===== config.mk =====
export PLATFORM = sky130hd
export DESIGN_NAME = bb3ea_ctrl
export DESIGN_NICKNAME = d
export VERILOG_FILES = /design/src/sv/bb3ea_pkg.sv /design/src/sv/bb3ea_ctrl.sv
export SDC_FILE = /design/constraint.sdc
export NUM_CORES = 1
export LEC_CHECK = 0
export BUFFER_PORTS_ARGS = -buffer_cell sky130_fd_sc_hd__buf_2
export CAP_MARGIN = 20
export CELL_PAD_IN_SITES_DETAIL_PLACEMENT = 0
export CELL_PAD_IN_SITES_GLOBAL_PLACEMENT = 1
export CORE_AREA = 10 10 47 49
export DETAILED_ROUTE_END_ITERATION = 10
export DIE_AREA = 0 0 57 59
export PLACE_DENSITY = 0.63
export SYNTH_ARGS = -nofsm -noshare
export SYNTH_HDL_FRONTEND = slang
export SYNTH_SLANG_ARGS = --single-unit
export TNS_END_PERCENT = 5

===== constraint.sdc =====
create_clock -name i_clk -period 1.2 [get_ports i_clk]
set_input_delay 0.24 -clock i_clk [delete_from_list [all_inputs] [get_ports i_clk]]
set_output_delay 0.24 -clock i_clk [all_outputs]
set_load 0.03 [all_outputs]

===== src/sv/bb3ea_pkg.sv =====
package bb3ea_pkg;

    localparam int MAX_WIDTH_DEF = 4096;

    localparam int CH_BITS      = 8;
    localparam int NUM_CH       = 3;
    localparam int PIX_BITS     = CH_BITS * NUM_CH;
    localparam int DIM_BITS     = 13;
    localparam int TOT_BITS     = 2 * DIM_BITS;
    localparam int POS_BITS     = TOT_BITS + 1;
    localparam int SUM_BITS     = 12;
    localparam int CNT_BITS     = 4;
    localparam int RCP_SHIFT    = 16;
    localparam int RCP_BITS     = RCP_SHIFT + 1;
    localparam int PROD_BITS    = SUM_BITS + RCP_BITS;
    localparam int CH_IDX_BITS  = 2;
    localparam int CFG_IDX_BITS = 2;

    localparam logic [CH_IDX_BITS-1:0] LAST_CH = CH_IDX_BITS'(NUM_CH - 1);

    // Configuration register indexes.
    localparam logic [CFG_IDX_BITS-1:0] CFG_FRAME_WIDTH  = 2'd0;
    localparam logic [CFG_IDX_BITS-1:0] CFG_FRAME_HEIGHT = 2'd1;

    localparam logic [DIM_BITS-1:0] DEF_FRAME_WIDTH  = 13'd640;
    localparam logic [DIM_BITS-1:0] DEF_FRAME_HEIGHT = 13'd480;

    typedef struct packed {
        logic                   accept;
        logic                   shift;
        logic                   sum;
        logic                   mul;
        logic                   store;
        logic                   load;
        logic [CH_IDX_BITS-1:0] ch;
    } t_cmd;

    typedef struct packed {
        logic ignore;
        logic has_result;
        logic out_free;
    } t_status;

    // Reciprocal ceil(2^16 / count); exact floor division for every sum a
    // window of that many 8-bit pixels can produce.
    function automatic logic [RCP_BITS-1:0] div_recip(input logic [CNT_BITS-1:0] cnt);
        logic [RCP_BITS-1:0] m;
        case (cnt)
            4'd1:    m = 17'd65536;
            4'd2:    m = 17'd32768;
            4'd3:    m = 17'd21846;
            4'd4:    m = 17'd16384;
            4'd6:    m = 17'd10923;
            4'd9:    m = 17'd7282;
            default: m = 17'd65536;
        endcase
        return m;
    endfunction

endpackage


===== src/sv/bb3ea_ctrl.sv =====
module bb3ea_ctrl (
    input  logic               i_clk,
    input  logic               i_rst_n,
    input  logic               i_in_valid,
    output logic               o_in_ready,
    input  bb3ea_pkg::t_status i_status,
    output bb3ea_pkg::t_cmd    o_cmd
);

    localparam logic [2:0] S_IDLE  = 3'd0;
    localparam logic [2:0] S_SHIFT = 3'd1;
    localparam logic [2:0] S_SUM   = 3'd2;
    localparam logic [2:0] S_MUL   = 3'd3;
    localparam logic [2:0] S_STORE = 3'd4;
    localparam logic [2:0] S_OUT   = 3'd5;

    logic [2:0]                        r_state;
    logic [2:0]                        n_state;
    logic [bb3ea_pkg::CH_IDX_BITS-1:0] r_ch;
    logic [bb3ea_pkg::CH_IDX_BITS-1:0] n_ch;

    always_comb begin
        n_state    = r_state;
        n_ch       = r_ch;
        o_cmd      = '0;
        o_cmd.ch   = r_ch;
        o_in_ready = 1'b0;
        case (r_state)
            S_IDLE: begin
                o_in_ready   = 1'b1;
                o_cmd.accept = i_in_valid;
                if (i_in_valid) begin
                    n_state = S_SHIFT;
                end
            end
            S_SHIFT: begin
                o_cmd.shift = 1'b1;
                if (i_status.ignore || !i_status.has_result) begin
                    n_state = S_IDLE;
                end else begin
                    n_state = S_SUM;
                end
            end
            S_SUM: begin
                o_cmd.sum = 1'b1;
                n_ch      = '0;
                n_state   = S_MUL;
            end
            S_MUL: begin
                o_cmd.mul = 1'b1;
                n_state   = S_STORE;
            end
            S_STORE: begin
                o_cmd.store = 1'b1;
                if (r_ch == bb3ea_pkg::LAST_CH) begin
                    n_state = S_OUT;
                end else begin
                    n_ch    = r_ch + 1'b1;
                    n_state = S_MUL;
                end
            end
            S_OUT: begin
                if (i_status.out_free) begin
                    o_cmd.load = 1'b1;
                    n_state    = S_IDLE;
                end
            end
            default: begin
                n_state = S_IDLE;
            end
        endcase
    end

    always_ff @(posedge i_clk) begin
        if (!i_rst_n) begin
            r_state <= S_IDLE;
            r_ch    <= '0;
        end else begin
            r_state <= n_state;
            r_ch    <= n_ch;
        end
    end

endmodule


==> results_dict.tcl, run 1 <==
set metrics [dict create \
    post-route-cell-area_um2 646 \
    swShare_pct 28.3 \
    via_per_inst 4.65 \
    antenna_found_initial 0 \
    ir_drop_mv 0.367 \
    numCtsBuffers 3 \
    path_clk_slew_ns 0.05 \
    end_kind "primary output" \
    cellPowerDensity_nw_per_um2 779 \
    insertion_delay_ns 0.24 \
    nets 77 \
    maxSlewHeadroom_pct 86.5 \
    hold_viol 0 \
    cts_tree "built" \
    final_max_slew_viol_count 0 \
    mostFrequentLayoutCells "buf_4 (14), buf_2 (7), nor2_1 (5), buf_6 (5)" \
    grt_pass1_vias 443 \
    finalCritPeriodShare_pct 112 \
    period_needed_ns 1.35 \
    grt_use_total_pct 6.91 \
    status "complete, but fails checks" \
    synth_area_um2 343 \
    dieArea_um2 3360 \
    ctsHtreeMaxLevel 1 \
    area_delta_synth_final_pct 88.3 \
    grt_pass1_wl_um 1900 \
    final-instance-count-excl-fill 85 \
    finalPower_mw 0.503 \
    cp.required_ns 0.96 \
    die_w_um 57 \
    worstSetupPathType "flop to primary output" \
    clock-sinks 5 \
    tightest_slew_ns 0.201 \
    hp-start "i_rst_n" \
    fin_util_pct 46.1 \
    synth-simple-area-share_pct 40.5 \
    arrival_ns 1.11 \
    finalWirelength_um 1150 \
    comb_power_share_pct 25.3 \
    synth-xor-area-share_pct 0 \
    fin_skew_ns 0.00233 \
    synth_top_family_by_area "simple AND/OR/NAND/NOR gates" \
    num_rows 14 \
    crit_fanout 5 \
    route.vias.total 395 \
    cts_root_buffer "clkbuf_4" \
    grt_max_degree 9 \
    hold_path_end "r_state[1]" \
    layout_setup_ws_ns -0.149 \
    worstSetupStartpointType "flop" \
    gp_congestion 0.702 \
    internal-power_mw 0.360 \
    hold_class "input pin to flop" \
    core_area_um2 1400 \
    yosysUniqueCellTypes 21 \
    syn_inst 41 \
    drt_iter0_markers 6 \
    drv_cap 0 \
    syn-num-nets 48 \
    detail-route-antenna-nets 0 \
    r2r-end "r_ch[1]" \
    fillerInstances 157 \
    p_leak_nw 0.274 \
    r2r_setup_slack_ns 0.02 \
    cts_hold_buf 0 \
    rr_worst_depth 5 \
    first_pass_iters 2 \
    syn_avg_cell_area_um2 8.36 \
    power.share.clock_pct 39.2 \
    synthMuxAreaShare_pct 0 \
    wl_per_cell_um 13.5 \
    fp.dieH_um 59 \
    synth_compound_area_share_pct 15.7 \
    rsz0062_at_grt "yes" \
    synth_seq_cells 5 \
    antennaDiodeCount 0 \
    hold_depth 2 \
    clockBufferDepth 2 \
    placement.cell_area_um2 520 \
    regToRegStartpoint "r_state[0]" \
    synth_fa_ha_area_share_pct 3.65 \
    dp.cells 78 \
    hpwlAfterDp_um 791 \
    p_sw_mw 0.142 \
    initial_core_util_pct 24.5 \
    synth_warnings 0 \
    portBuffers 14 \
    setup_viol 7 \
    p_seq_share_pct 35.5 \
    multiInputGateArea_um2 263 \
    io_pins 15 \
    layout_commonest_cell "buf_4" \
    final.setup.tns_ns -0.662 \
    drc 0 \
    drive_above_1_share_pct 65.2 \
    regArea_um2 113 \
    synth-seq-area-share_pct 29.2 \
    fmax_mhz 741 \
    grt_overflow_total 0 \
    violations "setup timing" \
]
flip-flops by register name, indices dropped and copies added (netlist names):
signal and cells:
r_ch 2, r_state 3
critical path: stages, from the launching register on:
cell,delay (ns)
dfxtp_4,0.36
buf_6,0.13
nor3b_4,0.22
buf_6,0.16
power groups by stage:
stage                     Clock, mW  Sequential, mW  Combinational (mW)
after floorplan                   0           0.179              0.0715
after global placement            0           0.184               0.106
after detailed placement          0           0.185               0.106
after CTS                     0.212           0.180               0.125
after global routing          0.223           0.179               0.137
final                         0.197           0.179               0.127
layout make-up:
| cell class | count | share of cell area, % |
|---|---|---|
| Tap cell | 16 | 3.10 |
| Clock buffer | 4 | 4.07 |
| Inverter | 2 | 1.16 |
| Timing Repair Buffer | 27 | 33.5 |
| Sequential cell | 5 | 17.4 |
| Multi-Input combinational cell | 31 | 40.7 |
metrics by stage:
step	hold slack (ns)	setup slack (ns)
after floorplan	0.358	-0.0853
after global placement	0.532	0.0121
after detailed placement	0.540	-0.00397
after CTS	0.269	-0.169
after global routing	0.279	-0.199
final	0.281	-0.149
cells by family (layout without fill, tap and decap cells):
family / count (synthesis) / count (layout)
fa+ha+maj: 1 / 1
compound gates: 8 / 8
simple gates: 22 / 22
buf+inv: 5 / 33
flops: 5 / 5
synth_stat cells, drive strengths merged:
| library cell | instances | area share (%) |
|---|---|---|
| and3 | 2 | 3.6 |
| and4 | 1 | 2.6 |
| nor4 | 1 | 1.8 |
| ha | 1 | 3.6 |
| o21a | 2 | 4.4 |
| o31a | 1 | 2.6 |
| inv | 2 | 2.2 |
| nand2 | 3 | 3.3 |
| nor2 | 5 | 5.5 |
| nand2b | 2 | 3.6 |
| o31ai | 1 | 2.2 |
| buf | 3 | 8.8 |
| nor4b | 2 | 8.8 |
| a21oi | 2 | 2.9 |
| dfxtp | 5 | 29 |
| and2 | 1 | 1.8 |
| o22ai | 2 | 3.6 |
| nor3 | 2 | 2.9 |
| nor3b | 3 | 6.6 |
what timing repair did:
item	CTS	global route
gates resized for setup	17	6
pin swaps	1	1
endpoints found under the setup margin	8	11
setup buffers	1	2
worst max-delay path by stage:
stage                     from       end  cells past startpoint
global placement    r_state[0]  o_cmd[4]                      2
finish              r_state[2]  o_cmd[5]                      3
global route        r_state[2]  o_cmd[5]                      3
CTS                 r_state[0]  o_cmd[5]                      3
detailed placement  r_state[0]  o_cmd[5]                      3
floorplan           r_state[2]  o_cmd[7]                      3
routing by layer:
metal | up-vias | global-route usage [%] | share of wire, %
li1 | 203 | - | -
met1 | 178 | 7.96 | 42
met2 | 10 | 10.2 | 50
met3 | 4 | 1.93 | 5.0
met4 | 0 | 6.04 | 2.3
met5 | - | 0 | 0
Note: power is estimated with default switching activity, not from simulation.
==> inputs of run 2 (changes only) <==
--- a/config.mk
+++ b/config.mk
@@ -12,6 +12,8 @@
 export CORE_AREA = 10 10 47 49
 export DETAILED_ROUTE_END_ITERATION = 10
 export DIE_AREA = 0 0 57 59
+export GPL_TIMING_DRIVEN = 0
+export MAX_ROUTING_LAYER = met4
 export PLACE_DENSITY = 0.63
 export SYNTH_ARGS = -nofsm -noshare
 export SYNTH_HDL_FRONTEND = slang
==> run 2 against run 1 <==
The flow still finishes with violations (setup timing). Hold slack about the same. Combinational power shrank 3%. Clock power shrank 3%. Critical path type unchanged.
==> results_dict.tcl, run 2 (synthesized netlist as in run 1, its figures left out) <==
set metrics [dict create \
    status "complete, but fails checks" \
    violations "setup timing" \
    hp-start "i_rst_n" \
    layout_commonest_cell "buf_2" \
    path_clk_slew_ns 0.04 \
    detail-route-antenna-nets 0 \
    crit_fanout 7 \
    setup_viol 7 \
    p_leak_nw 0.243 \
    arrival_ns 1.14 \
    period_needed_ns 1.38 \
    grt_overflow_total 0 \
    insertion_delay_ns 0.24 \
    fin_util_pct 42.8 \
    end_kind "primary output" \
    drive_above_1_share_pct 66.7 \
    mostFrequentLayoutCells "buf_2 (8), buf_6 (6), buf_4 (6)" \
    ctsHtreeMaxLevel 1 \
    gp_congestion 0.704 \
    clock-sinks 5 \
    largest_reg_flops 3 \
    initial_core_util_pct 24.5 \
    rsz0062_at_grt "yes" \
    reg_top3 "r_state (3), r_ch (2)" \
    via_per_inst 4.67 \
    drt_iter0_markers 5 \
    drv_cap 0 \
    rr_worst_depth 5 \
    hold_viol 0 \
    finalWirelength_um 1020 \
    clockBufferDepth 2 \
    grt_pass1_vias 407 \
    regToRegStartpoint "r_state[0]" \
    fmax_mhz 727 \
    fin_skew_ns 0.00190 \
    fp.dieH_um 59 \
    numCtsBuffers 3 \
    grt_pass1_wl_um 1740 \
    route.vias.total 369 \
    worstSetupStartpointType "flop" \
    die_w_um 57 \
    hold_path_end "r_state[1]" \
    tightest_slew_ns 0.233 \
    hpwlAfterDp_um 695 \
    final.setup.tns_ns -0.939 \
    area_delta_synth_final_pct 74.8 \
    cts_hold_buf 0 \
    final_max_slew_viol_count 0 \
    dieArea_um2 3360 \
    largest-register "r_state" \
    nets 71 \
    finalCritPeriodShare_pct 115 \
    cts_root_buffer "clkbuf_4" \
    cts_tree "built" \
    layout_setup_ws_ns -0.176 \
    hold_depth 2 \
    antenna_found_initial 0 \
    cp.required_ns 0.96 \
    ir_drop_mv 0.425 \
    place_ws_ns -0.00925 \
    drc 0 \
    grt_max_degree 9 \
    io_pins 15 \
    fillerInstances 158 \
    cellPowerDensity_nw_per_um2 819 \
    core_area_um2 1400 \
    antennaDiodeCount 0 \
    worstSetupPathType "flop to primary output" \
    first_pass_iters 4 \
    portBuffers 14 \
    grt_use_total_pct 6.63 \
    maxSlewHeadroom_pct 84.3 \
    r2r_setup_slack_ns 0.03 \
    num_rows 14 \
    r2r-end "r_ch[1]" \
    hold_class "input pin to flop" \
    wl_per_cell_um 12.8 \
]
run 2: layout make-up:
cell class / instances / area, um2 / share of cell area, %
inverters: 2 / 7.51 / 1.25
multi-input cells: 31 / 268 / 44.7
plain buffers: 3 / 37.5 / 6.26
clock buffers: 4 / 26.3 / 4.38
well taps: 16 / 20.0 / 3.34
repair buffers: 18 / 130 / 21.7
flip-flops and latches: 5 / 110 / 18.4
run 2: timing repair:
item / CTS / global route
gates resized for setup: 16 / 8
buffers inserted: 4 / 0
pin swaps: 0 / 1
setup endpoints to repair: 9 / 9
endpoints found under the hold margin: 0 / 0
run 2: routing by layer:
layer	global-route usage, %	wire length, um
met3	3.43	70
met2	10.4	490
met4	3.02	6
met5	-	0
met1	6.79	447
run 2: worst max path at each step:
stage / startpoint / endpoint / cells after the start
floorplan: r_state[2] / o_cmd[7] / 3
detailed placement: r_ch[0] / r_ch[0] / 5
global placement: r_ch[0] / r_ch[0] / 5
finish: r_state[2] / o_cmd[7] / 4
CTS: r_state[2] / o_cmd[7] / 4
global route: r_state[2] / o_cmd[7] / 4
run 2: critical path, stage by stage (launching register included):
cell and delay (ns):
dfxtp_2 0.31, buf_6 0.14, nor3_4 0.18, and2_4 0.16, buf_6 0.12
run 2: power breakdown:
group	switching, mW	internal (mW)
logic	0.0638	0.0594
clock network	0.0667	0.126
registers	0.00633	0.169
total	0.137	0.354
run 2: through the flow:
step                hold slack (ns)  instance area (um2)  total power, mW  std cells
floorplan                     0.358                  377            0.250         41
global placement              0.490                  467            0.279         71
detailed placement            0.498                  467            0.279         71
CTS                           0.270                  576            0.499         79
global route                  0.277                  599            0.533         79
finish                        0.280                  599            0.491         79
==> inputs of run 3 (changes only) <==
--- a/config.mk
+++ b/config.mk
@@ -10,6 +10,7 @@
 export CELL_PAD_IN_SITES_DETAIL_PLACEMENT = 0
 export CELL_PAD_IN_SITES_GLOBAL_PLACEMENT = 1
 export CORE_AREA = 10 10 47 49
+export CTS_BUF_LIST = sky130_fd_sc_hd__clkbuf_8
 export DETAILED_ROUTE_END_ITERATION = 10
 export DIE_AREA = 0 0 57 59
 export GPL_TIMING_DRIVEN = 0
==> run 3 against run 2 <==
The flow still finishes with violations (setup timing). Via count is 0.81% lower. Total power is 22% higher. Hold slack better by 0.021 ns. Largest power group unchanged.
==> results_dict.tcl, run 3 (synthesized netlist as in run 1, its figures left out) <==
set metrics [dict create \
    grt_pass1_vias 404 \
    layout_commonest_cell "buf_2" \
    fp.dieH_um 59 \
    cts_tree "built" \
    fin_skew_ns 0.000182 \
    clockBufferDepth 2 \
    die_w_um 57 \
    insertion_delay_ns 0.22 \
    place_ws_ns -0.00925 \
    finalWirelength_um 1010 \
    crit_fanout 7 \
    placement.cell_area_um2 467 \
    io_pins 15 \
    drc 0 \
    tightest_slew_ns 0.230 \
    worstSetupPathType "flop to primary output" \
    drive_above_1_share_pct 66.7 \
    violations "setup timing" \
    num_rows 14 \
    largest_reg_flops 3 \
    grt_use_total_pct 6.67 \
    hold_viol 0 \
    cellPowerDensity_nw_per_um2 970 \
    numCtsBuffers 3 \
    wl_per_cell_um 12.8 \
    maxSlewHeadroom_pct 84.5 \
    dieArea_um2 3360 \
    cts_hold_buf 0 \
    final_max_slew_viol_count 0 \
    via_per_inst 4.63 \
    fmax_mhz 738 \
    status "complete, but fails checks" \
    hpwlAfterDp_um 695 \
    core_area_um2 1400 \
    period_needed_ns 1.35 \
    arrival_ns 1.11 \
    antennaDiodeCount 0 \
    clock-sinks 5 \
    initial_core_util_pct 24.5 \
    worstSetupStartpointType "flop" \
    drt_iter0_markers 4 \
    grt_overflow_total 0 \
    grt_pass1_wl_um 1700 \
    rsz0062_at_grt "yes" \
    nets 71 \
    portBuffers 14 \
    drv_cap 0 \
    hp-start "i_rst_n" \
    end_kind "primary output" \
    route.vias.total 366 \
    reg_top3 "r_state (3), r_ch (2)" \
    gp_congestion 0.704 \
    mostFrequentLayoutCells "buf_2 (8), buf_6 (6), buf_4 (6)" \
    detail-route-antenna-nets 0 \
    setup_viol 7 \
    path_clk_slew_ns 0.03 \
    layout_setup_ws_ns -0.155 \
    ctsHtreeMaxLevel 1 \
    first_pass_iters 4 \
    largest-register "r_state" \
    ir_drop_mv 0.474 \
    antenna_found_initial 0 \
    finalCritPeriodShare_pct 113 \
    regToRegStartpoint "r_state[0]" \
    cts_root_buffer "clkbuf_8" \
    fillerInstances 156 \
    p_leak_nw 0.255 \
    post-route-cell-area_um2 618 \
    area_delta_synth_final_pct 80.3 \
    crit_start "r_state[2]" \
    hold_class "input pin to flop" \
    grt_max_degree 9 \
    cp.required_ns 0.96 \
]
## run 3: changes by cell type in the layout (fill, tap and decap cells not counted)
cell	before	now
clkbuf_4	3	0
clkbuf_8	0	3
clkbuf_1	1	0
inv_1	1	2
## run 3: metrics by stage
step / instances / utilization, % / TNS (ns) / power, mW / hold slack [ns]
CTS: 79 / 42.4 / -0.885 / 0.609 / 0.295
floorplan: 41 / - / -0.355 / 0.250 / 0.358
global placement: 71 / 33.3 / -0.00652 / 0.279 / 0.490
global route: 79 / 44.1 / -1.23 / 0.643 / 0.307
detailed placement: 71 / 33.3 / -0.0122 / 0.279 / 0.498
finish: 79 / 44.1 / -0.785 / 0.600 / 0.302
## run 3: critical path, cell delays in order, from the launching register on
cell and delay [ns]:
dfxtp_2 0.30, buf_6 0.14, nor3_4 0.18, and2_4 0.16, buf_6 0.12
## run 3: repair_timing
item,4_1_cts,5_1_grt
setup buffers,4,0
gates cloned,0,0
endpoints found under the setup margin,9,9
pin swaps,0,1
resized for setup,16,8
## run 3: cell type report
| cell class | instances | area (um2) | share of cell area [%] |
|---|---|---|---|
| multi-input combinational | 31 | 268 | 43.3 |
| clock buffer | 3 | 41.3 | 6.68 |
| sequential | 5 | 110 | 17.8 |
| tap | 16 | 20.0 | 3.24 |
| clock inverter | 1 | 3.75 | 0.607 |
| buffer | 3 | 37.5 | 6.07 |
| timing repair buffer | 18 | 130 | 21.1 |
| inverter | 2 | 7.51 | 1.21 |
## run 3: path summary, 6_finish.rpt
path / endpoint / slack (ns) / cells past startpoint
max: o_cmd[7] / -0.15 / 4
min: r_state[1] / 0.30 / 2
max reg2reg: r_ch[1] / 0.03 / 5
min reg2reg: r_ch[1] / 0.50 / 2
## run 3: routing by layer
| layer | GRT usage [%] | vias up | share of wire (%) |
|---|---|---|---|
| met2 | 9.92 | 12 | 49 |
| met5 | - | - | 0 |
| li1 | - | 191 | - |
| met4 | 3.02 | 0 | 0 |
| met1 | 7.14 | 163 | 44 |
| met3 | 3.65 | 0 | 7.0 |
## run 3: where the power goes
part / internal [mW] / total [mW] / switching, mW
logic: 0.0594 / 0.124 / 0.0641
clock network: 0.219 / 0.300 / 0.0809
registers: 0.170 / 0.176 / 0.00631
